$ cat config.mk
export PLATFORM = sky130hd
export DESIGN_NAME = sha256_stream_hasher_unit
export DESIGN_NICKNAME = d
export VERILOG_FILES = /design/src/sv/sha256_pkg.sv /design/src/sv/sha256_front.sv /design/src/sv/sha256_back.sv /design/src/sv/sha256_stream_hasher_unit.sv
export SDC_FILE = /design/constraint.sdc
export NUM_CORES = 2
export LEC_CHECK = 0
export BUFFER_PORTS_ARGS = -buffer_cell sky130_fd_sc_hd__buf_2
export CAP_MARGIN = 40
export CORE_MARGIN = 10
export CORE_UTILIZATION = 60
export CTS_BUF_LIST = sky130_fd_sc_hd__clkbuf_16
export DETAILED_ROUTE_END_ITERATION = 8
export PLACE_DENSITY = 0.86
export SLEW_MARGIN = 20
export SYNTH_ARGS = -nofsm -noshare
export SYNTH_HDL_FRONTEND = slang
export SYNTH_SLANG_ARGS = --single-unit
$ cat constraint.sdc
create_clock -name clk -period 24.2 [get_ports clk]
set_input_delay 4.84 -clock clk [delete_from_list [all_inputs] [get_ports clk]]
set_output_delay 4.84 -clock clk [all_outputs]
set_load 0.05 [all_outputs]
$ cat src/sv/sha256_pkg.sv
`timescale 1ns / 1ps
// Package for the SHA-256 stream hasher: constants, the round table and the
// shared functions. Depends on nothing.
package sha256_pkg;

	localparam int DataW = 8;
	localparam int WordW = 32;
	localparam int IdxW = 3;
	localparam int InTdataW = 8;
	localparam int InTuserW = 2;
	localparam int OutTdataW = 32;
	localparam int OutTuserW = 4;
	localparam int FifoDepth = 4;
	localparam logic [7:0] PadByte = 8'h80;

	typedef logic [31:0] word_t;

	typedef struct packed {
		logic [7:0] data;
		logic       present;
		logic       eom;
	} item_t;

	function automatic word_t round_k(input logic [5:0] t);
		word_t k;
		case (t)
			6'd0: k = 32'h428a2f98; 6'd1: k = 32'h71374491; 6'd2: k = 32'hb5c0fbcf;
			6'd3: k = 32'he9b5dba5; 6'd4: k = 32'h3956c25b; 6'd5: k = 32'h59f111f1;
			6'd6: k = 32'h923f82a4; 6'd7: k = 32'hab1c5ed5; 6'd8: k = 32'hd807aa98;
			6'd9: k = 32'h12835b01; 6'd10: k = 32'h243185be; 6'd11: k = 32'h550c7dc3;
			6'd12: k = 32'h72be5d74; 6'd13: k = 32'h80deb1fe; 6'd14: k = 32'h9bdc06a7;
			6'd15: k = 32'hc19bf174; 6'd16: k = 32'he49b69c1; 6'd17: k = 32'hefbe4786;
			6'd18: k = 32'h0fc19dc6; 6'd19: k = 32'h240ca1cc; 6'd20: k = 32'h2de92c6f;
			6'd21: k = 32'h4a7484aa; 6'd22: k = 32'h5cb0a9dc; 6'd23: k = 32'h76f988da;
			6'd24: k = 32'h983e5152; 6'd25: k = 32'ha831c66d; 6'd26: k = 32'hb00327c8;
			6'd27: k = 32'hbf597fc7; 6'd28: k = 32'hc6e00bf3; 6'd29: k = 32'hd5a79147;
			6'd30: k = 32'h06ca6351; 6'd31: k = 32'h14292967; 6'd32: k = 32'h27b70a85;
			6'd33: k = 32'h2e1b2138; 6'd34: k = 32'h4d2c6dfc; 6'd35: k = 32'h53380d13;
			6'd36: k = 32'h650a7354; 6'd37: k = 32'h766a0abb; 6'd38: k = 32'h81c2c92e;
			6'd39: k = 32'h92722c85; 6'd40: k = 32'ha2bfe8a1; 6'd41: k = 32'ha81a664b;
			6'd42: k = 32'hc24b8b70; 6'd43: k = 32'hc76c51a3; 6'd44: k = 32'hd192e819;
			6'd45: k = 32'hd6990624; 6'd46: k = 32'hf40e3585; 6'd47: k = 32'h106aa070;
			6'd48: k = 32'h19a4c116; 6'd49: k = 32'h1e376c08; 6'd50: k = 32'h2748774c;
			6'd51: k = 32'h34b0bcb5; 6'd52: k = 32'h391c0cb3; 6'd53: k = 32'h4ed8aa4a;
			6'd54: k = 32'h5b9cca4f; 6'd55: k = 32'h682e6ff3; 6'd56: k = 32'h748f82ee;
			6'd57: k = 32'h78a5636f; 6'd58: k = 32'h84c87814; 6'd59: k = 32'h8cc70208;
			6'd60: k = 32'h90befffa; 6'd61: k = 32'ha4506ceb; 6'd62: k = 32'hbef9a3f7;
			default: k = 32'hc67178f2;
		endcase
		return k;
	endfunction

	function automatic word_t init_h(input logic [2:0] i);
		word_t h;
		case (i)
			3'd0: h = 32'h6a09e667; 3'd1: h = 32'hbb67ae85;
			3'd2: h = 32'h3c6ef372; 3'd3: h = 32'ha54ff53a;
			3'd4: h = 32'h510e527f; 3'd5: h = 32'h9b05688c;
			3'd6: h = 32'h1f83d9ab;
			default: h = 32'h5be0cd19;
		endcase
		return h;
	endfunction

	function automatic word_t ror(input word_t v, input int n);
		return (v >> n) | (v << (32 - n));
	endfunction

endpackage

$ cat src/sv/sha256_front.sv
`timescale 1ns / 1ps
// Front end of the hasher: a small queue of accepted input words.
// Depends on sha256_pkg.
module sha256_front #(
	parameter int Depth = sha256_pkg::FifoDepth
) (
	input  logic                clk,
	input  logic                arst_n,
	input  logic                in_valid,
	output logic                in_ready,
	input  sha256_pkg::item_t   in_item,
	output logic                q_valid,
	input  logic                q_ready,
	output sha256_pkg::item_t   q_item
);
	import sha256_pkg::*;

	localparam int AW = (Depth > 1) ? $clog2(Depth) : 1;

	item_t            mem_q [Depth];
	logic [AW-1:0]    wr_q, rd_q;
	logic [AW:0]      cnt_q;
	logic             push, pop;

	assign in_ready = (cnt_q != (AW+1)'(Depth));
	assign q_valid  = (cnt_q != '0);
	assign q_item   = mem_q[rd_q];
	assign push     = in_valid && in_ready;
	assign pop      = q_valid && q_ready;

	always_ff @(posedge clk) begin
		if (push) begin
			mem_q[wr_q] <= in_item;
		end
	end

	always_ff @(posedge clk or negedge arst_n) begin
		if (!arst_n) begin
			wr_q  <= '0;
			rd_q  <= '0;
			cnt_q <= '0;
		end else begin
			if (push) begin
				wr_q <= (wr_q == AW'(Depth - 1)) ? '0 : wr_q + 1'b1;
			end
			if (pop) begin
				rd_q <= (rd_q == AW'(Depth - 1)) ? '0 : rd_q + 1'b1;
			end
			cnt_q <= cnt_q + (AW+1)'(push) - (AW+1)'(pop);
		end
	end

endmodule

$ cat src/sv/sha256_back.sv
`timescale 1ns / 1ps
// Back end of the hasher: byte packing, padding, the round-per-cycle
// compression engine and the digest output register. Depends on sha256_pkg.
module sha256_back (
	input  logic                        clk,
	input  logic                        arst_n,
	input  logic                        q_valid,
	output logic                        q_ready,
	input  sha256_pkg::item_t           q_item,
	output logic                        out_valid,
	input  logic                        out_ready,
	output logic [31:0]                 out_word,
	output logic [2:0]                  out_index,
	output logic                        out_last
);
	import sha256_pkg::*;

	typedef enum logic [2:0] {
		ST_IDLE, ST_BYTE, ST_PAD, ST_COMP, ST_EMIT
	} state_t;

	state_t       state_q;
	word_t        w_q [16];
	word_t        h_q [8];
	word_t        v_q [8];
	logic [5:0]   fill_q;
	logic [63:0]  len_q;
	logic [63:0]  plen_q;
	logic [6:0]   round_q;
	logic         eom_q;
	logic         pad_q;
	logic [2:0]   emit_q;
	logic [7:0]   byte_q;
	logic [7:0]   len_byte;
	logic [7:0]   pad_byte;
	logic [7:0]   cur_byte;
	logic         do_byte;
	word_t        t1, t2, wt, wnew, packed_w;
	logic [3:0]   widx;
	logic [4:0]   sh;
	logic         pad_last_done;
	logic         lenw_q;

	always_comb begin
		case (fill_q[2:0])
			3'd0: len_byte = plen_q[63:56];
			3'd1: len_byte = plen_q[55:48];
			3'd2: len_byte = plen_q[47:40];
			3'd3: len_byte = plen_q[39:32];
			3'd4: len_byte = plen_q[31:24];
			3'd5: len_byte = plen_q[23:16];
			3'd6: len_byte = plen_q[15:8];
			default: len_byte = plen_q[7:0];
		endcase
	end

	assign pad_byte = !pad_q ? PadByte
		: (lenw_q && fill_q[5:3] == 3'd7) ? len_byte : 8'h00;

	assign cur_byte = (state_q == ST_PAD) ? pad_byte : byte_q;
	assign widx     = fill_q[5:2];
	assign sh       = {~fill_q[1:0], 3'b000};
	assign packed_w = (fill_q[1:0] == 2'd0) ? (word_t'(cur_byte) << sh)
		: (w_q[widx] | (word_t'(cur_byte) << sh));

	assign wt   = w_q[0];
	assign wnew = (ror(w_q[14], 17) ^ ror(w_q[14], 19) ^ (w_q[14] >> 10)) + w_q[9]
		+ (ror(w_q[1], 7) ^ ror(w_q[1], 18) ^ (w_q[1] >> 3)) + w_q[0];
	assign t1 = v_q[7] + (ror(v_q[4], 6) ^ ror(v_q[4], 11) ^ ror(v_q[4], 25))
		+ ((v_q[4] & v_q[5]) ^ (~v_q[4] & v_q[6])) + round_k(round_q[5:0]) + wt;
	assign t2 = (ror(v_q[0], 2) ^ ror(v_q[0], 13) ^ ror(v_q[0], 22))
		+ ((v_q[0] & v_q[1]) ^ (v_q[0] & v_q[2]) ^ (v_q[1] & v_q[2]));

	assign q_ready   = (state_q == ST_IDLE);
	assign do_byte   = (state_q == ST_BYTE) || (state_q == ST_PAD);
	assign out_valid = (state_q == ST_EMIT);
	assign out_word  = h_q[emit_q];
	assign out_index = emit_q;
	assign out_last  = (emit_q == 3'd7);

	always_ff @(posedge clk) begin
		if (do_byte) begin
			w_q[widx] <= packed_w;
		end else if (state_q == ST_COMP) begin
			for (int i = 0; i < 15; i++) begin
				w_q[i] <= w_q[i+1];
			end
			w_q[15] <= wnew;
		end
		if (do_byte && fill_q == 6'd63) begin
			for (int i = 0; i < 8; i++) begin
				v_q[i] <= h_q[i];
			end
		end else if (state_q == ST_COMP && round_q != 7'd64) begin
			v_q[7] <= v_q[6]; v_q[6] <= v_q[5]; v_q[5] <= v_q[4];
			v_q[4] <= v_q[3] + t1;
			v_q[3] <= v_q[2]; v_q[2] <= v_q[1]; v_q[1] <= v_q[0];
			v_q[0] <= t1 + t2;
		end
	end

	always_ff @(posedge clk or negedge arst_n) begin
		if (!arst_n) begin
			state_q <= ST_IDLE;
			fill_q  <= '0;
			len_q   <= '0;
			plen_q  <= '0;
			round_q <= '0;
			eom_q   <= 1'b0;
			pad_q   <= 1'b0;
			emit_q  <= '0;
			byte_q  <= '0;
			for (int i = 0; i < 8; i++) begin
				h_q[i] <= init_h(3'(i));
			end
		end else begin
			case (state_q)
				ST_IDLE: begin
					if (q_valid) begin
						eom_q  <= q_item.eom;
						pad_q  <= 1'b0;
						byte_q <= q_item.data;
						if (q_item.present) begin
							len_q  <= len_q + 64'd8;
							plen_q <= len_q + 64'd8;
							state_q <= ST_BYTE;
						end else if (q_item.eom) begin
							plen_q  <= len_q;
							state_q <= ST_PAD;
						end
					end
				end
				ST_BYTE, ST_PAD: begin
					if (state_q == ST_PAD) begin
						pad_q <= 1'b1;
					end
					fill_q <= fill_q + 6'd1;
					if (fill_q == 6'd63) begin
						round_q <= '0;
						state_q <= ST_COMP;
					end else if (state_q == ST_PAD) begin
						state_q <= ST_PAD;
					end else begin
						state_q <= eom_q ? ST_PAD : ST_IDLE;
					end
				end
				ST_COMP: begin
					if (round_q == 7'd64) begin
						for (int i = 0; i < 8; i++) begin
							h_q[i] <= h_q[i] + v_q[i];
						end
						if (!eom_q) begin
							state_q <= ST_IDLE;
						end else if (pad_q && fill_q == 6'd0 && pad_last_done) begin
							emit_q  <= '0;
							state_q <= ST_EMIT;
						end else begin
							state_q <= ST_PAD;
						end
					end else begin
						round_q <= round_q + 7'd1;
					end
				end
				ST_EMIT: begin
					if (out_ready) begin
						emit_q <= emit_q + 3'd1;
						if (emit_q == 3'd7) begin
							for (int i = 0; i < 8; i++) begin
								h_q[i] <= init_h(3'(i));
							end
							len_q   <= '0;
							state_q <= ST_IDLE;
						end
					end
				end
				default: state_q <= ST_IDLE;
			endcase
		end
	end

	always_ff @(posedge clk or negedge arst_n) begin
		if (!arst_n) begin
			lenw_q <= 1'b0;
		end else if (state_q == ST_IDLE) begin
			lenw_q <= 1'b0;
		end else if (state_q == ST_PAD && fill_q == 6'd55) begin
			lenw_q <= 1'b1;
		end else if (state_q == ST_BYTE && fill_q == 6'd63) begin
			lenw_q <= 1'b0;
		end
	end

	assign pad_last_done = lenw_q;

endmodule

$ cat src/sv/sha256_stream_hasher_unit.sv
`timescale 1ns / 1ps
// Top level of the SHA-256 stream hasher: input queue and hashing engine.
// Depends on sha256_pkg, sha256_front and sha256_back.
//
// Channel | Direction | Payload
// s_axis  | in        | tdata = data_byte, tuser = {end_of_message, byte_present}
// m_axis  | out       | tdata = digest_word, tuser = {last_word, word_index}
//
// A byte is packed in the idle and byte states; each full block then runs its rounds
// in the single round-per-cycle engine, which takes no new byte until it is done.
// An end word adds padding and one or two compressions,
// then eight digest words. Reset clears all control state and loads the initial hash.
// The four-word input queue keeps accepting while the engine or the output stalls, until it is full.
module sha256_stream_hasher_unit #(
	parameter int FifoDepth = sha256_pkg::FifoDepth
) (
	input  logic                                clk,
	input  logic                                arst_n,
	input  logic                                s_axis_tvalid,
	output logic                                s_axis_tready,
	input  logic [sha256_pkg::InTdataW-1:0]     s_axis_tdata,  // data_byte
	input  logic [sha256_pkg::InTuserW-1:0]     s_axis_tuser,  // byte_present, end_of_message
	output logic                                m_axis_tvalid,
	input  logic                                m_axis_tready,
	output logic [sha256_pkg::OutTdataW-1:0]    m_axis_tdata,  // digest_word
	output logic [sha256_pkg::OutTuserW-1:0]    m_axis_tuser   // word_index, last_word
);
	import sha256_pkg::*;

	item_t in_item, q_item;
	logic  q_valid, q_ready;
	logic [2:0] idx;
	logic  last;

	assign in_item.data    = s_axis_tdata;
	assign in_item.present = s_axis_tuser[0];
	assign in_item.eom     = s_axis_tuser[1];

	sha256_front #(.Depth(FifoDepth)) u_front (
		.clk(clk), .arst_n(arst_n),
		.in_valid(s_axis_tvalid), .in_ready(s_axis_tready), .in_item(in_item),
		.q_valid(q_valid), .q_ready(q_ready), .q_item(q_item)
	);

	sha256_back u_back (
		.clk(clk), .arst_n(arst_n),
		.q_valid(q_valid), .q_ready(q_ready), .q_item(q_item),
		.out_valid(m_axis_tvalid), .out_ready(m_axis_tready),
		.out_word(m_axis_tdata), .out_index(idx), .out_last(last)
	);

	assign m_axis_tuser = {last, idx};

endmodule

# ---- After elaboration in Yosys (flattened, before gate mapping)
# Memories as Yosys holds them, arrays and structs flattened.
# Index checks and enable logic that the tools add are counted.
dict set report word_totals {
  regBits 421
  ramBits 808
  rom_bits 2048
  memories 4
}
dict set report op_classes {
  add_sub_neg 26
  n_lt_le_gt_ge 1
  eq_ne 30
  shifts 1
  n_mux 70
  bitwise 38
  n_reduce_logical 31
}
# memory depth word_bits rd rd_clocked_by_memory_dff wr line
set memory_table {}
lappend memory_table {{(no name shown)} 64 32 1 0 0 sha256_pkg.sv:26} ;# case (t)
lappend memory_table {u_back.w_q 16 32 17 0 16 sha256_back.sv:23} ;# word_t w_q [16];
lappend memory_table {u_back.v_q 8 32 8 0 8 sha256_back.sv:25} ;# word_t v_q [8];
lappend memory_table {u_front.mem_q 4 10 1 0 1 sha256_front.sv:20} ;# item_t mem_q [Depth];
# op count
set op_table {}
lappend op_table {{$mux 256} 3}
lappend op_table {{$add 32x32->32} 18}
lappend op_table {{$pmux 256 s2} 1}
lappend op_table {{$mux 32} 12}
lappend op_table {{$mux 64} 6}
lappend op_table {{$xor 32x32->32} 9}
lappend op_table {{$and 32x32->32} 5}
lappend op_table {{$pmux 64 s2} 1}
lappend op_table {{$bmux 32 s3} 1}
lappend op_table {{$add 64x4->64 const B} 1}
lappend op_table {{$pmux 8 s7} 1}
lappend op_table {{$mux 3} 14}
lappend op_table {{$not 32->32} 1}
lappend op_table {{$or 10x32->32} 1}
lappend op_table {{$or 13x32->32} 1}
lappend op_table {{$or 14x32->32} 1}
lappend op_table {{$or 15x32->32} 1}
lappend op_table {{$or 19x32->32} 1}
lappend op_table {{$or 21x32->32} 1}
lappend op_table {{$or 25x32->32} 1}
lappend op_table {{$or 26x32->32} 1}
lappend op_table {{$or 30x32->32} 1}
lappend op_table {{$or 32x32->32} 1}
lappend op_table {{$or 7x32->32} 1}
lappend op_table {{46 further kinds} 113}

# ---- Logic depth before layout (Yosys ltp)
# An unclocked memory read counts as a cell.
dict set report logic_depth {
  ltp_word 10
  ltp_mapped 40
}

# ---- Hierarchy
# A second synthesis with hierarchy kept.
dict set report hier_totals {
  hier_cells 8103
  area_unflattened_um2 83656.5
}
# module instances cells_per_inst area_each_um2 seq_area_each_um2
set modules_own_cells {}
lappend modules_own_cells {sha256_back 1 8007 81723.4 33442.1}
lappend modules_own_cells {sha256_front 1 95 1925.6 1376.3}
lappend modules_own_cells {sha256_stream_hasher_unit 1 1 7.5 0.0}

# ---- Least setup slack after synthesis
# No wires, ideal clock.
dict set report synth_timing {
  kind {register to register}
  startpoint {register u_back.fill_q[2]}
  endpoint {register u_back.round_q[0]}
  setup_time_ns 0.921
  arrival_ns 19.769
  t_required_ns 23.279
  setup_slack_ns 3.510
  stages_incl_launch_ff 7
  path_buffers 3
  period_less_slack_ns 20.690
  path_cell_list {dfrtp_1 -> buf_2 -> clkbuf_1 -> clkbuf_1 -> nand3_1 -> o21ai_0 -> mux2i_1}
}
dict set report synth_via {
  elab_chain_len 3
}
# element line
set synth_lines {}
lappend synth_lines {{start: declaration} sha256_back.sv:26} ;# logic [5:0] fill_q;
lappend synth_lines {{start signal: assignment} sha256_back.sv:137} ;# fill_q <= fill_q + 6'd1;
lappend synth_lines {{$eq 6x6->1} sha256_back.sv:138} ;# if (fill_q == 6'd63) begin
lappend synth_lines {{$ne 2x1->1 (no source line)} n/a}
lappend synth_lines {{$reduce_and 3->1 (no source line)} n/a}
lappend synth_lines {{end signal: assignment} sha256_back.sv:161} ;# round_q <= round_q + 7'd1;
lappend synth_lines {{end: declaration} sha256_back.sv:29} ;# logic [6:0] round_q;
# No other way between the ends.
# A chain may end at the register's enable or synchronous reset.

==> run_results.csv <==
group,metric,value,unit
run_status,status,"finished clean",
sta,setup-tns-final,0,ns
placed_design,dp.final_hpwl,184000,um
critical_path,cp_data_required_time,24.71,ns
global_routing,grt_first_pass_wirelength,402000,um
synth,synth_edf_count,808,
sta,tightest_slew,1.06,ns
placed_design,placedCellCount,9511,
die,die_w,391,um
critical_path,cp_top_family,"adder cells",
finish,fillers,9830,
clocking,cts_buffers,135,
critical_path,crit_fanout,18,
synth,ys.flop_type,"edfxtp_1",
die,boundaryPins,52,
finish,layout_commonest_cell,"nand2_1",
detailed_routing,totalWireLength,267000,um
clocking,root_buffer,"clkbuf_16",
synth,ys_ff_latch,1223,
critical_path,worstSetupEndpointType,"register",
die,die_h,391,um
synth,ys_types,96,
sta,fin_ws,14.07,ns
critical_path,path_class,"reg2reg",
detailed_routing,wl_per_cell,27.3,um
clocking,cts_max_path_buffers,3,
critical_path,critPathSlowestCell,"ha_1",
global_routing,overflow,0,
critical_path,crit_path_max_incr_delay,0.95,ns
detailed_routing,drtIter0Drc,9537,
synth,syn_area,0.0828,mm^2
critical_path,critPathBufInv,3,
finish,drive_gt1_share,11.6,%
global_routing,grt_usage,34.0,%
clocking,htreeDepth,4,
synth,yosysTopAreaCell,"edfxtp_1",
detailed_routing,vias,67200,
sta,hold_viol,0,
synth,seq_area_frac_synth,42.1,%
sta,timing.slew.headroom,29.6,%
finish,final_area,0.0899,mm^2
placed_design,placed_area,0.0853,mm^2
sta,rsz0062_at_grt,"no",
placed_design,io_buffers,51,
clocking,path_clk_slew,0.07,ns
finish,nets,8481,
synth,postSynth.asyncResetShare,33.9,%
sta,finalCriticalPeriod,10.13,ns
sta,max_freq,98.7,MHz
sta,drv_slew,0,
die,die_area,0.153,mm^2
global_routing,grt_max_degree,204,
finish,finalNonFillerCells,9776,
flow_run,max_cap_violations,0,
synth,synth.area.top_cells,"edfxtp_1 (29%), dfrtp_1 (8.4%), mux4_2 (6.5%)",
sta,clock_skew,0.0557,ns
critical_path,arrival,10.64,ns
critical_path,critPathLaunchType,"register",
detailed_routing,vias_per_cell,6.88,
die,fp-row-count,136,
placed_design,finalWeightedCongestion,1.03,
detailed_routing,firstDrtPassIters,7,
clocking,clock_sinks,1223,
die,initial_core_util,60.3,%
clocking,cts_hold_buffers,0,
sta,setup_viol,0,
finish,layout_common_cells,"nand2_1 (1,142), edfxtp_1 (808), a21o_1 (669)",
detailed_routing,postRouteAntennaNets,0,
sta,finalCritPeriodShare,41.9,%
synth,synth_nets,8610,
global_routing,antenna_found_initial,16,
clocking,clk_latency,0.82,ns
synth,synth_top_cell_area_share,29.3,%
synth,netlist_instances,7995,
global_routing,grt_pass1_vias,66200,
critical_path,cpMostUsedCell,"fa_1",
placed_design,dpl_worst_slack,14.27,ns
clocking,post_cts_buffers,0,
finish,area_growth,8.61,%
clocking,tritoncts,"yes",
clocking,post_cts_resize_count,0,
hold_path,hold_class,"reg2reg",
die,design.core.area,0.137,mm^2
synth,synth.avg_cell_area,10.4,um^2
detailed_routing,drc,0,
synth,yosys_warnings,0,
==> kinds of logic (layout without fill, tap and decap cells) <==
kind of cell | Yosys count | after routing | share of synthesized area (%)
AOI/OAI and AO/OA | 2284 | 2284 | 17.8
xor gates and xnor gates | 648 | 648 | 6.86
adders and majority gates | 623 | 623 | 11.1
buffers and inverters | 762 | 746 | 3.50
DFF | 1223 | 1223 | 42.1
muxes | 322 | 322 | 7.60
other | 0 | 3 | 0
and+or+nand+nor | 2133 | 2133 | 11.1
==> stage by stage <==
step	utilization [%]	hold WS [ns]
floorplan	-	0.445
global placement	61.5	0.458
detailed placement	62.1	0.470
CTS	65.3	0.480
global route	65.5	0.499
finish	65.5	0.482
==> worst paths after layout <==
path / from / slack (ns) / cells past startpoint / endpoint
setup / recovery: u_back.round_q[1] / 14.07 / 32 / u_back.v_q[0][31]
hold / removal: u_back.h_q[96] / 0.48 / 2 / u_back.h_q[96]
setup reg to reg: u_back.round_q[1] / 14.07 / 32 / u_back.v_q[0][31]
hold reg to reg: u_back.h_q[96] / 0.48 / 2 / u_back.h_q[96]
max in group asynchronous: arst_n / 18.07 / 4 / u_back.h_q[105]
min in group asynchronous: arst_n / 4.08 / 1 / u_back.len_q[57]
==> cell type report <==
type,count,area [um^2],share of cell area (%)
clock buffer,136,3400,3.78
inverter,288,1080,1.20
timing repair buffer,208,1980,2.21
multi-input combinational,6010,45400,50.5
tap,1794,2240,2.50
clock inverter,114,995,1.11
sequential,1223,34800,38.7
antenna,3,7.51,0.00835
==> sequential cells by signal (all words and copies together), names as in the netlist <==
name,cells
u_back.lenw_q,1
u_back.round_q,7
u_back.v_q,256
u_back.out_index,3
u_back.h_q,256
u_back.state_q,3
u_back.byte_q,8
u_front.mem_q,40
u_back.len_q,61
u_back.w_q,512
u_front.wr_q,2
u_back.plen_q,61
u_front.cnt_q,3
u_front.rd_q,2
u_back.eom_q,1
u_back.pad_q,1
u_back.fill_q,6
==> Yosys cell counts, types with 14 or more instances <==
cell	number
a21o_1	669
clkbuf_1	405
o21a_1	42
nor2_1	469
ha_1	405
edfxtp_1	808
a211oi_1	36
or3_1	22
a31oi_1	69
xnor2_1	439
a21boi_0	15
nand4_1	25
o21ai_0	592
maj3_1	22
a222oi_1	14
o211ai_1	29
buf_1	46
inv_1	285
dfstp_2	136
dfrtp_1	279
and2_1	18
o31ai_1	66
nor3_1	62
a21oi_1	489
xor2_1	209
and3_1	46
fa_1	196
nor2b_1	89
mux4_2	238
nand2_1	1146
o21ai_1	19
nand2b_1	85
mux2_2	72
o21bai_1	38
nand3_1	111
buf_2	19
==> metal layers <==
metal	up-vias	global-route usage [%]	share of wire, %
met4	16	22.0	7.7
met5	-	0	0.040
met1	32700	42.4	35
met2	4837	52.9	45
li1	28600	-	-
met3	1087	8.28	12
==> worst reg2reg max path, delay by kind of cell, from the launching register on <==
family | cells | cell delay [ns]
AO/OA/AOI/OAI | 13 | 3.76
XOR/XNOR | 2 | 0.32
AND/OR/NAND/NOR | 6 | 0.97
buffers and inverters | 3 | 0.57
adder cells (fa/ha/maj) | 8 | 3.90
flip-flops | 1 | 0.35
Power is left out: the tool's default activity adds up to more than one toggle a clock period on the data nets, which glitch-free logic cannot reach.
